**src/hw/rtl/srp_pkg.sv**
```systemverilog
// Shared types and constants for the shelf rectangle packer.
// Used by srp_cell, shelf_rectangle_packer and srp_checker; no dependencies.
`default_nettype none

package srp_pkg;

  localparam int unsigned MAX_SHELVES_DEF = 64;

  localparam int unsigned WW = 13;  // width field
  localparam int unsigned HW = 16;  // height / y field
  localparam int unsigned XW = 12;  // reported x position

  localparam logic [WW-1:0] ATLAS_WIDTH_RST  = 13'd1024;
  localparam logic [HW-1:0] ATLAS_HEIGHT_RST = 16'd0;

  localparam logic REG_ATLAS_WIDTH  = 1'b0;
  localparam logic REG_ATLAS_HEIGHT = 1'b1;

  typedef enum logic [1:0] {
    ST_PLACED     = 2'd0,
    ST_NO_ROOM    = 2'd1,
    ST_TABLE_FULL = 2'd2
  } status_e;

  // search token passed from cell to cell
  typedef struct packed {
    logic          active;  // token present in this stage
    logic          done;    // a cell has answered the request
    logic          opened;  // answer opened a new shelf
    status_e       status;
    logic [WW-1:0] x;
    logic [HW-1:0] y;
    logic [HW:0]   bottom;  // bottom of the last shelf passed
  } tok_t;

endpackage

`default_nettype wire

```
**src/hw/rtl/srp_cell.sv**
```systemverilog
// One shelf slot of the packer chain: holds top, used width and height of a shelf.
// Examines the search token, answers or forwards it. Depends on srp_pkg.
`default_nettype none

module srp_cell #(
  parameter int unsigned MaxShelves = srp_pkg::MAX_SHELVES_DEF,
  parameter int unsigned Idx        = 0
) (
  input  wire                                clk_i,
  input  wire                                rst_ni,
  input  wire [$clog2(MaxShelves+1)-1:0]     count_i,
  input  wire [srp_pkg::WW-1:0]              atlas_width_i,
  input  wire [srp_pkg::HW-1:0]              atlas_height_i,
  input  wire [srp_pkg::WW-1:0]              req_width_i,
  input  wire [srp_pkg::HW-1:0]              req_height_i,
  input  srp_pkg::tok_t                      tok_i,
  output srp_pkg::tok_t                      tok_o
);
  import srp_pkg::*;

  localparam int unsigned CntW = $clog2(MaxShelves + 1);

  logic [HW-1:0] top_q, top_d;
  logic [WW-1:0] used_q, used_d;
  logic [HW-1:0] hgt_q, hgt_d;
  tok_t          tok_q, tok_d;

  logic          occupied, last;
  logic [WW-1:0] room;
  logic          fit_x, fit_h, grow_ok, open_ok;

  assign occupied = count_i > CntW'(Idx);
  assign last     = count_i == CntW'(Idx + 1);
  assign room     = (used_q > atlas_width_i) ? '0 : atlas_width_i - used_q;
  assign fit_x    = room >= req_width_i;
  assign fit_h    = hgt_q >= req_height_i;
  assign grow_ok  = last && (top_q <= atlas_height_i)
                    && ((atlas_height_i - top_q) >= req_height_i);
  assign open_ok  = (tok_i.bottom <= {1'b0, atlas_height_i})
                    && ({1'b0, req_height_i} <= ({1'b0, atlas_height_i} - tok_i.bottom));

  always_comb begin
    tok_d  = tok_i;
    top_d  = top_q;
    used_d = used_q;
    hgt_d  = hgt_q;
    if (tok_i.active && !tok_i.done) begin
      if (occupied) begin
        if (fit_x && (fit_h || grow_ok)) begin
          tok_d.done   = 1'b1;
          tok_d.status = ST_PLACED;
          tok_d.x      = used_q;
          tok_d.y      = top_q;
          used_d       = used_q + req_width_i;
          if (!fit_h) begin
            hgt_d = req_height_i;
          end
        end else begin
          tok_d.bottom = {1'b0, top_q} + {1'b0, hgt_q};
        end
      end else begin
        tok_d.done = 1'b1;
        if (open_ok) begin
          tok_d.status = ST_PLACED;
          tok_d.opened = 1'b1;
          tok_d.x      = '0;
          tok_d.y      = tok_i.bottom[HW-1:0];
          top_d        = tok_i.bottom[HW-1:0];
          used_d       = req_width_i;
          hgt_d        = req_height_i;
        end else begin
          tok_d.status = ST_NO_ROOM;
          tok_d.x      = '0;
          tok_d.y      = '0;
        end
      end
    end
  end

  always_ff @(posedge clk_i or negedge rst_ni) begin
    if (!rst_ni) begin
      tok_q <= '0;
    end else begin
      tok_q <= tok_d;
    end
  end

  always_ff @(posedge clk_i) begin
    top_q  <= top_d;
    used_q <= used_d;
    hgt_q  <= hgt_d;
  end

  assign tok_o = tok_q;

endmodule

`default_nettype wire

```
**config.mk**
```make
export PLATFORM = sky130hd
export DESIGN_NAME = srp_cell
export DESIGN_NICKNAME = d
export VERILOG_FILES = /design/src/hw/rtl/srp_pkg.sv /design/src/hw/rtl/srp_cell.sv
export SDC_FILE = /design/constraint.sdc
export NUM_CORES = 1
export LEC_CHECK = 0
export ABC_AREA = 1
export BUFFER_PORTS_ARGS = -buffer_cell sky130_fd_sc_hd__buf_2
export CORE_MARGIN = 5
export CORE_UTILIZATION = 62
export DETAILED_ROUTE_END_ITERATION = 7
export PLACE_DENSITY = 0.91
export SKIP_CTS_REPAIR_TIMING = 1
export SLEW_MARGIN = 20
export SYNTH_ARGS = -nofsm -noshare
export SYNTH_HDL_FRONTEND = slang
export SYNTH_SLANG_ARGS = --single-unit
export TNS_END_PERCENT = 20
```
**constraint.sdc**
```tcl
create_clock -name clk_i -period 9.78 [get_ports clk_i]
set_clock_uncertainty 0.1 [all_clocks]
set_input_delay 0.978 -clock clk_i [delete_from_list [all_inputs] [get_ports clk_i]]
set_output_delay 0.978 -clock clk_i [all_outputs]
set_load 0.03 [all_outputs]
```
# [After elaboration in Yosys (flattened, before gate mapping)]
# Index checks and enable logic that the tools add are counted.
[totals] ff_bits=96 latch_bits=0 mem_bits_rw=0 rom_bits=0 input_bits=118 output_inout_bits=51 elab_cells=56 n_memories=0
[op_classes] addsub=5 multipliers=0 div_mod_pow=0 magnitude_cmp=8 n_eq_ne=3 shifts=0 muxes=18 bitwise=1 n_reduce_logical=11
[op_table] op="16-bit 2-to-1 mux" count=4
[op_table] op="31-bit 2-to-1 mux" count=2
[op_table] op="13-bit 2-to-1 mux" count=4
[op_table] op="50-bit 2-to-1 mux" count=1
[op_table] op="17-bit 2-to-1 mux" count=2
[op_table] op="16-bit >= comparator" count=2
[op_table] op="30-bit 2-to-1 mux" count=1
[op_table] op="16-bit by 16-bit adder with 17-bit output" count=1
[op_table] op="16-bit by 17-bit less-or-equal comparator with 1-bit output" count=1
[op_table] op="17-bit by 16-bit less-or-equal comparator with 1-bit output" count=1
[op_table] op="16-bit by 17-bit subtractor with 17-bit output" count=1
[op_table] op="16-bit less-or-equal comparator" count=1
[op_table] op="16-bit subtractor" count=1
[op_table] op="13-bit adder" count=1
[op_table] op="13-bit >= comparator" count=1
[op_table] op="13-bit greater-than comparator" count=1
[op_table] op="13-bit subtractor" count=1
[op_table] op="7-bit by 1-bit == test with 1-bit output (second input constant)" count=1
[op_table] op="7-bit by 1-bit greater-than comparator with 1-bit output (second input constant)" count=1
[op_table] op="3-bit AND reduction" count=2
[op_table] op="1-bit logical AND" count=5
[op_table] op="1-bit 2-to-1 mux" count=4
[op_table] op="4-bit AND reduction" count=1
[op_table] op="2-bit by 1-bit inequality test with 1-bit output (second input constant)" count=1
[op_table] op="5 further kinds" count=5

# [Depth between registers and ports, before layout]
# Gate-level depths: netlist of the first run.
[logic_depth] depth_word=8 mapped_depth=26 mapped_depth_nobuf=26

# [Worst setup path after synthesis of the first run]
# Ideal clock, no wire load.
[synth_path] path_type="input -> register" startpoint="input atlas_width_i[0] in the netlist's numbering" endpoint="register hgt_q[0] (enable)" arrival_ns=4.378 t_required_ns=9.292 path_slack_ns=4.913 cell_stages=25 path_cell_list="inv_1 ha_1 inv_1 fa_1 nand3_1 nand2_1 a21oi_1 o21ai_0 nand2_1 nand2_1 a21oi_1 nand2_1 nand2_1 nor2_1 ha_1 nand2_1 nor3_1 a21oi_1 nand3_1 nand2_4 nand2_1 nand2_1 inv_2 nand2_1 nor2_1"
[synth_between] elab_chain_cells=6
[synth_lines] element="from (decl)" line_no="srp_cell.sv:12" text="input wire [srp_pkg::WW-1:0] atlas_width_i,"
[synth_lines] element="13-bit subtractor / 13-bit greater-than comparator (equally long branches)" line_no="srp_cell.sv:34" text="assign room = (used_q > atlas_width_i) ? '0 : atlas_width_i - used_q;"
[synth_lines] element="13-bit 2-to-1 mux (*)" line_no="srp_cell.sv:34"
[synth_lines] element="13-bit >= comparator (*)" line_no="srp_cell.sv:35" text="assign fit_x = room >= req_width_i;"
[synth_lines] element="1-bit logical AND (*)" line_no="srp_cell.sv:49" text="if (fit_x && (fit_h || grow_ok)) begin"
[synth_lines] element="2-bit by 1-bit inequality test with 1-bit output (no source line) (*)"
[synth_lines] element="4-bit AND reduction (no source line) (*)"
[synth_lines] element="to (signal assigned)" line_no="srp_cell.sv:91" text="hgt_q <= hgt_d;"
[synth_lines] element="to (decl)" line_no="srp_cell.sv:25" text="logic [HW-1:0] hgt_q, hgt_d;"
# Every way passes the cells marked *; elsewhere a longest branch is shown, timed or not.
# A chain may end at the register's enable or synchronous reset.

# [Final worst setup path of the first run]
[layout_path] startpoint="input atlas_height_i[2] in the netlist's numbering" endpoint="register hgt_q[1] (enable)"
[layout_between] elab_chain_cells=7
[layout_lines] element="from (decl)" line_no="srp_cell.sv:13" text="input wire [srp_pkg::HW-1:0] atlas_height_i,"
[layout_lines] element="16-bit subtractor / 16-bit less-or-equal comparator (equally long branches)" line_no="srp_cell.sv:38, srp_cell.sv:37"
[layout_lines] element="16-bit >= comparator / 1-bit logical AND (equally long branches)" line_no="srp_cell.sv:38, srp_cell.sv:37"
[layout_lines] element="1-bit logical AND" line_no="srp_cell.sv:38" text="&& ((atlas_height_i - top_q) >= req_height_i);"
[layout_lines] element="1-bit logical OR" line_no="srp_cell.sv:49"
[layout_lines] element="1-bit logical AND" line_no="srp_cell.sv:49"
[layout_lines] element="2-bit by 1-bit inequality test with 1-bit output (no source line)"
[layout_lines] element="4-bit AND reduction (no source line) (*)"
# Marked as above.

==> impl_metrics.env, run 1 <==
export IMPL_outcome="complete, no violations"
export IMPL_synth_cells=1238
export IMPL_grt_pass1_wl_microns=42700
export IMPL_synth_top_family_by_area="simple AND/OR/NAND/NOR gates"
export IMPL_worst_path_max_fanout=33
export IMPL_clk_pin_slew_ps=70
export IMPL_io_pins=169
export IMPL_dr_pass1_iters=6
export IMPL_synthTopCellsByArea="ha_1, edfxtp_1, dfrtp_1"
export IMPL_port_buffers=168
export IMPL_drv_slew=0
export IMPL_start_util=0.631
export IMPL_synth_area_mux_share=0
export IMPL_synth_async_reset_ratio=0.531
export IMPL_cts_root_buf="clkbuf_16"
export IMPL_dp_hpwl_microns=21500
export IMPL_p_int_uw=793
export IMPL_wirelength_microns=26500
export IMPL_clockPowerShare=0.313
export IMPL_seq_power_share=0.365
export IMPL_fp_dieH_microns=131
export IMPL_p_leak_nw=5.59
export IMPL_drt_iter0_drc=959
export IMPL_area_growth_pct=14.0
export IMPL_syn_num_nets=1495
export IMPL_cts_max_path_buffers=2
export IMPL_whs_endpoint="tok_o[0]"
export IMPL_switching_share=0.357
export IMPL_drcViolationCount=0
export IMPL_rsz0062_at_grt="false"
export IMPL_rows=44
export IMPL_ys_types=45
export IMPL_antenna_found_initial=3
export IMPL_critPathLaunch="atlas_height_i[2]"
export IMPL_synth_fa_ha_area_frac=0.194
export IMPL_final_setup_tns_ps=0
export IMPL_critPathArrivalTime_ps=5280
export IMPL_routabilityCongestion=0.970
export IMPL_synthSimpleGateAreaFrac=0.234
export IMPL_netlist_area_leader_share=0.184
export IMPL_seq_area_frac_synth=0.288
export IMPL_r2r_start="top_q[2]"
export IMPL_crit_type="primary input to flop"
export IMPL_fillers=1179
export IMPL_ant_nets=0
export IMPL_switching_power_uw=440
export IMPL_cts_tree="done"
export IMPL_drt_vias_per_instance=5.76
export IMPL_layout_setup_ws_ps=4390
export IMPL_clkLatencyLatePin_ps=360
export IMPL_hp_class="flop to flop"
export IMPL_grt_start_max_net_pins=52
export IMPL_drive_gt1_frac=0.153
export IMPL_cts_max_level=3
export IMPL_via_count=9137
export IMPL_ys_ff_latch=96
export IMPL_hp_start="hgt_q[0]"
export IMPL_nets=1653
export IMPL_r2r_cells=22
export IMPL_synth_compound_area_frac=0.139
export IMPL_yosysWarningCount=0
export IMPL_grt_total_usage=0.301
export IMPL_synth_xor_area_frac=0.0489
export IMPL_worstSetupStartpointType="primary input"
export IMPL_synth_area_sq_mm=0.00914
export IMPL_r2r_slack_ps=4640
export IMPL_vdd_drop_max_uv=91.2
export IMPL_grt_overflow=0
export IMPL_period_share=0.552
export IMPL_synth_edf_count=45
export IMPL_maxSlewHeadroom=0.324
export IMPL_powerDensity_mw_per_mm2=118
export IMPL_numClockSinks=96
export IMPL_fmax_ghz=0.185
export IMPL_yosys_area_top_type="ha_1"
export IMPL_p_comb_frac=0.321
export IMPL_die_area_sq_mm=0.0173
export IMPL_die_w_microns=131
export IMPL_grt_pass1_vias=8727
export IMPL_hold_depth=3
export IMPL_required_ps=9670
export IMPL_cap_viol_max_count=0
export IMPL_critPathCaptureType="flop"
export IMPL_dpl_worst_slack_ps=3770
export IMPL_routedWlPerCell_microns=16.7
export IMPL_numCtsBuffers=9
export IMPL_rr_endpoint="hgt_q[1]"
export IMPL_core_sq_mm=0.0145
export IMPL_synth_ff_type="dfrtp_1"
export IMPL_hold_viol=0
export IMPL_period_needed_ps=5390
export IMPL_finish_utilization=0.719
export IMPL_worst_pin_slew_ps=1010
export IMPL_setup_viol=0
export IMPL_postSynthAreaPerCell_sq_um=7.38
## metal layers
| metal | GRT usage | vias up | part of all wire |
|---|---|---|---|
| met3 | 0.0577 | 90 | 0.094 |
| met5 | 0 | - | 0.00049 |
| met4 | 0.154 | 2 | 0.050 |
| met1 | 0.393 | 4113 | 0.40 |
| met2 | 0.478 | 499 | 0.45 |
| li1 | - | 4433 | - |
## power by group through the flow
| stage | logic (mW) | registers, mW | clock network (mW) |
|---|---|---|---|
| 6_report | 0.396 | 0.451 | 0.386 |
| 5_1_grt | 0.443 | 0.453 | 0.405 |
| 4_1_cts | 0.392 | 0.451 | 0.388 |
| 3_5_place_dp | 0.389 | 0.459 | 0 |
| 3_3_place_gp | 0.376 | 0.459 | 0 |
| 2_1_floorplan | 0.235 | 0.496 | 0 |
## cell usage after synthesis (2+ instances only)
| master | number |
|---|---|
| a21oi_1 | 127 |
| nor4_1 | 3 |
| or2_2 | 6 |
| a21oi_2 | 3 |
| nand3b_1 | 4 |
| fa_1 | 5 |
| a31oi_1 | 7 |
| a21boi_0 | 4 |
| nand2_2 | 2 |
| xor2_1 | 30 |
| dfrtp_1 | 51 |
| o21bai_1 | 6 |
| buf_2 | 5 |
| xnor2_1 | 21 |
| nor3_1 | 13 |
| nor2_4 | 2 |
| nand4_1 | 32 |
| buf_6 | 4 |
| buf_4 | 3 |
| nand2_4 | 3 |
| o21ai_1 | 13 |
| ha_1 | 134 |
| o21ai_0 | 58 |
| inv_1 | 191 |
| nand2_1 | 243 |
| edfxtp_1 | 45 |
| o31ai_1 | 2 |
| clkbuf_1 | 13 |
| inv_2 | 4 |
| a21o_1 | 8 |
| nor2_1 | 130 |
| nand3_1 | 51 |
| nor3b_1 | 3 |
## logic make-up (layout without fill, tap and decap cells)
group / Yosys count / in the layout
AO/OA/AOI/OAI: 235 / 235
XOR/XNOR: 51 / 51
adder cells (fa/ha/maj): 139 / 139
buffers and inverters: 221 / 384
flip-flops: 96 / 96
other: 0 / 2
AND/OR/NAND/NOR: 496 / 496
## how the worst max path moves through the flow
stage	end	slack, ps	cells past startpoint
final	hgt_q[1]	4390	22
after floorplan	hgt_q[0]	4910	25
after global placement	hgt_q[3]	3980	22
after global routing	hgt_q[0]	4050	22
after CTS	hgt_q[7]	4110	22
after detailed placement	hgt_q[0]	3770	22
## state kept, by name (all words and copies together), names as in the netlist
signal  cells
tok_o      51
hgt_q      16
top_q      16
used_q     13
## cell type report
| class | count | area (sq um) | area share |
|---|---|---|---|
| Multi-Input combinational cell | 921 | 5630 | 0.541 |
| Sequential cell | 96 | 2630 | 0.252 |
| Timing Repair Buffer | 172 | 871 | 0.0836 |
| Inverter | 196 | 736 | 0.0706 |
| Clock buffer | 10 | 239 | 0.0229 |
| Tap cell | 184 | 230 | 0.0221 |
| Clock inverter | 6 | 75.1 | 0.00721 |
| Antenna cell | 2 | 5.00 | 0.000480 |
## cells in the final DEF (no fill, tap or decap), types with 30 or more instances in the layout
cell,netlist,final
xor2_1,30,30
nor2_1,130,129
dfrtp_1,51,51
nand3_1,51,51
edfxtp_1,45,45
nand2_1,243,243
ha_1,134,134
o21ai_0,58,58
a21oi_1,127,127
buf_2,5,168
nand4_1,32,32
inv_1,191,191
## per-stage QoR
stage | power (mW) | instance area [sq um] | hold WS [ps] | instances
3_3_place_gp | 0.834 | 10100 | 556 | 1569
6_report | 1.23 | 10400 | 605 | 1587
3_5_place_dp | 0.848 | 10100 | 559 | 1569
4_1_cts | 1.23 | 10400 | 602 | 1585
5_1_grt | 1.30 | 10400 | 638 | 1587
2_1_floorplan | 0.731 | 9140 | 467 | 1238
## worst max-delay path: stages
cell	delay, ps
buf_2	120
ha_1	370
a21oi_1	200
o21ai_0	90
a21oi_1	260
o21ai_0	180
a21boi_0	310
o21ai_0	150
xor2_1	160
ha_1	320
nand4_1	80
nor3_1	230
nand3_1	100
nand3_1	110
nand3_2	100
nand2_4	310
nand2_4	190
nand2_1	100
nand2_1	110
inv_2	80
nand2_1	90
nor2_2	610
Power figures use the tool's default switching activity.
==> inputs of run 2 (changes only) <==
Settings changed: CORE_UTILIZATION 62 to 58, PLACE_DENSITY 0.91 to 0.86.
Clock period 9.78 ns to 4.99 ns, I/O delays scaled along.
==> run 2 against run 1 <==
- power rose by 96%
- first-iteration DRC count down 2.2%
- highest routed layer is now met4
- die area up 6.4%
- critical path depth stayed put
- worst setup slack worse by 3900 ps
==> impl_metrics.env, run 2 (synthesis gave the netlist of run 1 again) <==
export IMPL_worst_path_max_fanout=16
export IMPL_cts_max_path_buffers=2
export IMPL_critPathArrivalTime_ps=4450
export IMPL_rows=45
export IMPL_dr_pass1_iters=6
export IMPL_drcViolationCount=0
export IMPL_largest_register_ffs=51
export IMPL_wirelength_microns=26300
export IMPL_worst_pin_slew_ps=989
export IMPL_die_w_microns=136
export IMPL_routedWlPerCell_microns=16.3
export IMPL_grt_start_max_net_pins=52
export IMPL_grt_pass1_vias=8287
export IMPL_cts_max_level=3
export IMPL_numClockSinks=96
export IMPL_regArea_sq_mm=0.00263
export IMPL_grt_overflow=0
export IMPL_io_pins=169
export IMPL_outcome="complete, no violations"
export IMPL_numCtsBuffers=9
export IMPL_hp_class="primary input to asynchronous set/reset pin"
export IMPL_antenna_found_initial=0
export IMPL_drv_slew=0
export IMPL_worstSetupStartpointType="flop"
export IMPL_period_needed_ps=4550
export IMPL_setup_viol=0
export IMPL_final_common_cell="nand2_1"
export IMPL_period_share=0.911
export IMPL_fp_dieH_microns=136
export IMPL_cts_root_buf="clkbuf_16"
export IMPL_grt_total_usage=0.283
export IMPL_ant_nets=0
export IMPL_port_buffers=168
export IMPL_rsz0062_at_grt="false"
export IMPL_drt_iter0_drc=938
export IMPL_drt_vias_per_instance=5.53
export IMPL_core_sq_mm=0.0153
export IMPL_critPathCaptureType="flop"
export IMPL_clk_pin_slew_ps=70
export IMPL_drive_gt1_frac=0.153
export IMPL_cap_viol_max_count=0
export IMPL_timing_hold_ws_ps=153
export IMPL_n_antenna_cell=0
export IMPL_area_growth_pct=14.6
export IMPL_grt_pass1_wl_microns=41200
export IMPL_nets=1656
export IMPL_fin_cells=1615
export IMPL_dp_cells=1599
export IMPL_fillers=1323
export IMPL_crit_type="flop to flop"
export IMPL_clkLatencyLatePin_ps=360
export IMPL_cts_tree="done"
export IMPL_final_setup_tns_ps=0
export IMPL_start_util=0.597
export IMPL_hold_viol=0
export IMPL_routabilityCongestion=0.956
export IMPL_via_count=8924
export IMPL_die_area_sq_mm=0.0184
export IMPL_powerDensity_mw_per_mm2=231
export IMPL_p_leak_nw=5.61
export IMPL_fmax_ghz=0.220
export IMPL_maxSlewHeadroom=0.340
export IMPL_required_ps=4900
export IMPL_final_cell_mix="nand2_1, inv_1, buf_2"
export IMPL_multi_input_comb_area_sq_mm=0.00563
export IMPL_vdd_drop_max_uv=187
export IMPL_dp_hpwl_microns=21500
## run 2: changes by cell type in the layout (fill, tap and decap cells not counted)
| cell | delta |
|---|---|
| clkbuf_1 | +1 |
| buf_4 | +3 |
| diode_2 | -2 |
| nor2_2 | -1 |
| clkbuf_8 | -1 |
| clkinvlp_4 | -1 |
| nor2_1 | +1 |
| clkbuf_16 | +1 |
## run 2: cell type report
type                            count  area share
Clock buffer                       11      0.0243
Sequential cell                    96       0.251
Inverter                          196      0.0702
Timing Repair Buffer              175      0.0853
Multi-Input combinational cell    921       0.538
Tap cell                          211      0.0252
Clock inverter                      5     0.00645
## run 2: path summary, 6_finish.rpt
path | start | to | slack (ps) | depth (start not counted)
max | top_q[2] | used_q[10] | 440 | 22
min | rst_ni | tok_o[32] | 150 | 2
max reg2reg | top_q[2] | used_q[10] | 440 | 22
min reg2reg | hgt_q[0] | tok_o[0] | 570 | 3
max in group asynchronous | rst_ni | tok_o[40] | 4210 | 2
min in group clk_i | tok_i[50] | tok_o[50] | 160 | 1
## run 2: through the flow
| stage | util | power [mW] | setup WS (ps) | instance area, sq um |
|---|---|---|---|---|
| 2_1_floorplan | - | 1.43 | 602 | 9140 |
| 3_3_place_gp | 0.663 | 1.65 | 505 | 10200 |
| 3_5_place_dp | 0.663 | 1.66 | 340 | 10200 |
| 4_1_cts | 0.684 | 2.41 | 491 | 10500 |
| 5_1_grt | 0.684 | 2.55 | 42.9 | 10500 |
| 6_report | 0.684 | 2.42 | 443 | 10500 |
## run 2: report_power, final
group	switching, mW	internal (mW)	leakage [nW]
clock	0.325	0.428	0.158
combinational	0.507	0.275	4.44
sequential	0.0151	0.870	1.02
## run 2: critical path, cell delays in order, from the launching register on
cell and delay, ps:
edfxtp_1 410, inv_1 120, ha_1 300, a21oi_1 200, o21ai_0 90, a21oi_1 260
o21ai_0 180, a21boi_0 320, o21ai_0 150, xor2_1 160, ha_1 320, nand4_1 80
nor3_1 250, nand3_1 110, nand3_1 110, nand3_2 80, nand2_4 100, nand2_4 110
nand2_1 90, nand2_1 120, inv_2 100, nand2_1 70, inv_1 340
## run 2: metal layers
metal | part of all wire | routed length, microns | global-route usage
met1 | 0.42 | 11100 | 0.391
met2 | 0.45 | 11800 | 0.447
met3 | 0.097 | 2540 | 0.0490
met4 | 0.033 | 866 | 0.105
met5 | 0 | 0 | 0
==> inputs of run 3 (changes only) <==
Settings changed: ABC_AREA 1 to unset, BUFFER_PORTS_ARGS -buffer_cell sky130_fd_sc_hd__buf_2 to -buffer_cell sky130_fd_sc_hd__buf_4, CORE_UTILIZATION 58 to 57, PLACE_DENSITY 0.86 to 0.85.
==> run 3 against run 2 <==
- global-route usage hardly changed
- critical path depth down 4
- fmax is 1.5% lower
- combinational power decreased by 7.7%
- sequential power shrank 2%
- highest routed layer unchanged
- routed wire length decreased by 3.0%
- clock power increased by 7.0%
- core utilization up 2.9 points
==> impl_metrics.env, run 3 <==
export IMPL_outcome="complete, no violations"
export IMPL_drv_slew=0
export IMPL_clkLatencyLatePin_ps=360
export IMPL_timing_hold_ws_ps=98.7
export IMPL_final_setup_tns_ps=0
export IMPL_dp_hpwl_microns=20500
export IMPL_cts_root_buf="clkbuf_16"
export IMPL_synth_area_sq_mm=0.00849
export IMPL_layout_setup_ws_ps=375
export IMPL_vdd_drop_max_uv=183
export IMPL_clk_pin_slew_ps=70
export IMPL_cts_max_level=3
export IMPL_dp_cells=1266
export IMPL_routabilityCongestion=0.945
export IMPL_drt_iter0_drc=626
export IMPL_final_cell_mix="buf_4, ha_1, inv_1"
export IMPL_numClockSinks=96
export IMPL_fin_cells=1282
export IMPL_drcViolationCount=0
export IMPL_syn_num_nets=1169
export IMPL_largest_register_ffs=51
export IMPL_antenna_found_initial=0
export IMPL_n_antenna_cell=0
export IMPL_fillers=1106
export IMPL_grt_overflow=0
export IMPL_dpl_worst_slack_ps=94.3
export IMPL_critPathCaptureType="flop"
export IMPL_critPathArrivalTime_ps=4760
export IMPL_synth_most_common_cell="ha_1"
export IMPL_die_w_microns=132
export IMPL_finish_utilization=0.713
export IMPL_wirelength_microns=25500
export IMPL_synth_ff_type="dfrtp_1"
export IMPL_cts_max_path_buffers=2
export IMPL_via_count=7895
export IMPL_postSynthAreaPerCell_sq_um=9.31
export IMPL_final_common_cell="buf_4"
export IMPL_io_pins=169
export IMPL_hold_viol=0
export IMPL_grt_pass1_wl_microns=39600
export IMPL_die_area_sq_mm=0.0174
export IMPL_yosys_area_top_type="ha_1"
export IMPL_ys_ff_latch=96
export IMPL_maxSlewHeadroom=0.528
export IMPL_synthTopCellsByArea="ha_1, edfxtp_1, dfrtp_1"
export IMPL_port_buffers=168
export IMPL_dr_pass1_iters=5
export IMPL_start_util=0.582
export IMPL_routedWlPerCell_microns=19.9
export IMPL_synthTopCellsByCount="ha_1, inv_1, nor2_1"
export IMPL_rows=44
export IMPL_rsz0062_at_grt="false"
export IMPL_required_ps=5130
export IMPL_core_sq_mm=0.0146
export IMPL_nets=1350
export IMPL_worst_pin_slew_ps=690
export IMPL_period_share=0.925
export IMPL_seq_area_frac_synth=0.309
export IMPL_area_growth_pct=22.5
export IMPL_grt_start_max_net_pins=52
export IMPL_worst_path_max_fanout=14
export IMPL_synth_async_reset_ratio=0.531
export IMPL_setup_viol=0
export IMPL_place_area_sq_mm=0.0100
export IMPL_powerDensity_mw_per_mm2=231
export IMPL_design_power_total_mw=2.40
export IMPL_ant_nets=0
export IMPL_numCtsBuffers=9
export IMPL_p_leak_nw=4.96
export IMPL_grt_pass1_vias=7835
export IMPL_fmax_ghz=0.217
export IMPL_fp_dieH_microns=132
export IMPL_period_needed_ps=4620
export IMPL_drt_vias_per_instance=6.16
export IMPL_synth_edf_count=45
export IMPL_final_cell_area_sq_mm=0.0104
export IMPL_crit_type="flop to flop"
export IMPL_drive_gt1_frac=0.206
export IMPL_synth_cells=912
export IMPL_ys_types=66
export IMPL_worstSetupStartpointType="flop"
export IMPL_cts_tree="done"
export IMPL_cap_viol_max_count=0
export IMPL_yosysWarningCount=0
export IMPL_grt_total_usage=0.283
export IMPL_netlist_area_leader_share=0.197
export IMPL_hp_class="primary input to asynchronous set/reset pin"
run 3: cell count changes in the layout (fill, tap and decap cells not counted), moves of 20 or more:
cell,before,now
a21oi_1,127,54
buf_2,168,0
buf_4,7,185
inv_1,191,102
nand2_1,243,41
nand2b_1,0,20
nand3_1,51,19
nor2_1,130,59
run 3: report_power, final:
part / switching [mW] / internal, mW
registers: 0.0106 / 0.860
logic: 0.406 / 0.316
clock network: 0.317 / 0.489
run 3: final cells by class:
class | instances | area, sq um | area share
tap | 184 | 230 | 0.0221
multi-input combinational | 699 | 5430 | 0.522
timing repair buffer | 185 | 1390 | 0.134
clock inverter | 6 | 108 | 0.0103
inverter | 102 | 383 | 0.0368
sequential | 96 | 2630 | 0.253
clock buffer | 10 | 229 | 0.0220
run 3: metal layers:
layer / vias up / GRT usage / share of wire
met5: - / 0 / 0
met4: 0 / 0.156 / 0.050
met3: 85 / 0.0309 / 0.071
met2: 381 / 0.474 / 0.47
met1: 3689 / 0.357 / 0.41
li1: 3740 / - / -
run 3: final timing paths:
check,endpoint,startpoint,slack (ps),cells past startpoint
worst max-delay path,tok_o[28],top_q[1],370,18
worst min-delay path,tok_o[6],rst_ni,100,1
worst max register to register,tok_o[28],top_q[1],370,18
worst min register to register,tok_o[25],top_q[8],470,1
max in group asynchronous,tok_o[30],rst_ni,4210,1
min in group clk_i,tok_o[50],tok_i[50],170,1
run 3: kinds of logic after synthesis:
group	after synthesis	share of synthesized area
adders and majority gates	139	0.209
DFF	96	0.309
muxes	19	0.0233
and+or+nand+nor	235	0.141
xor gates and xnor gates	55	0.0567
AOI/OAI and AO/OA	251	0.204
buffers and inverters	117	0.0558
run 3: worst max-delay path, stage by stage, from the launching register on:
cell      delay, ps
edfxtp_1        480
inv_1           150
ha_1            260
nor2b_1         160
o31a_1          290
o211ai_1        240
a211oi_1        150
or3_1           440
nand2_1         120
o211ai_1        110
ha_1            290
nor3_1          200
o21ai_0         150
a21oi_1         330
o22ai_1         160
o21ai_1         220
a21oi_4         110
buf_4           220
a221o_1         310
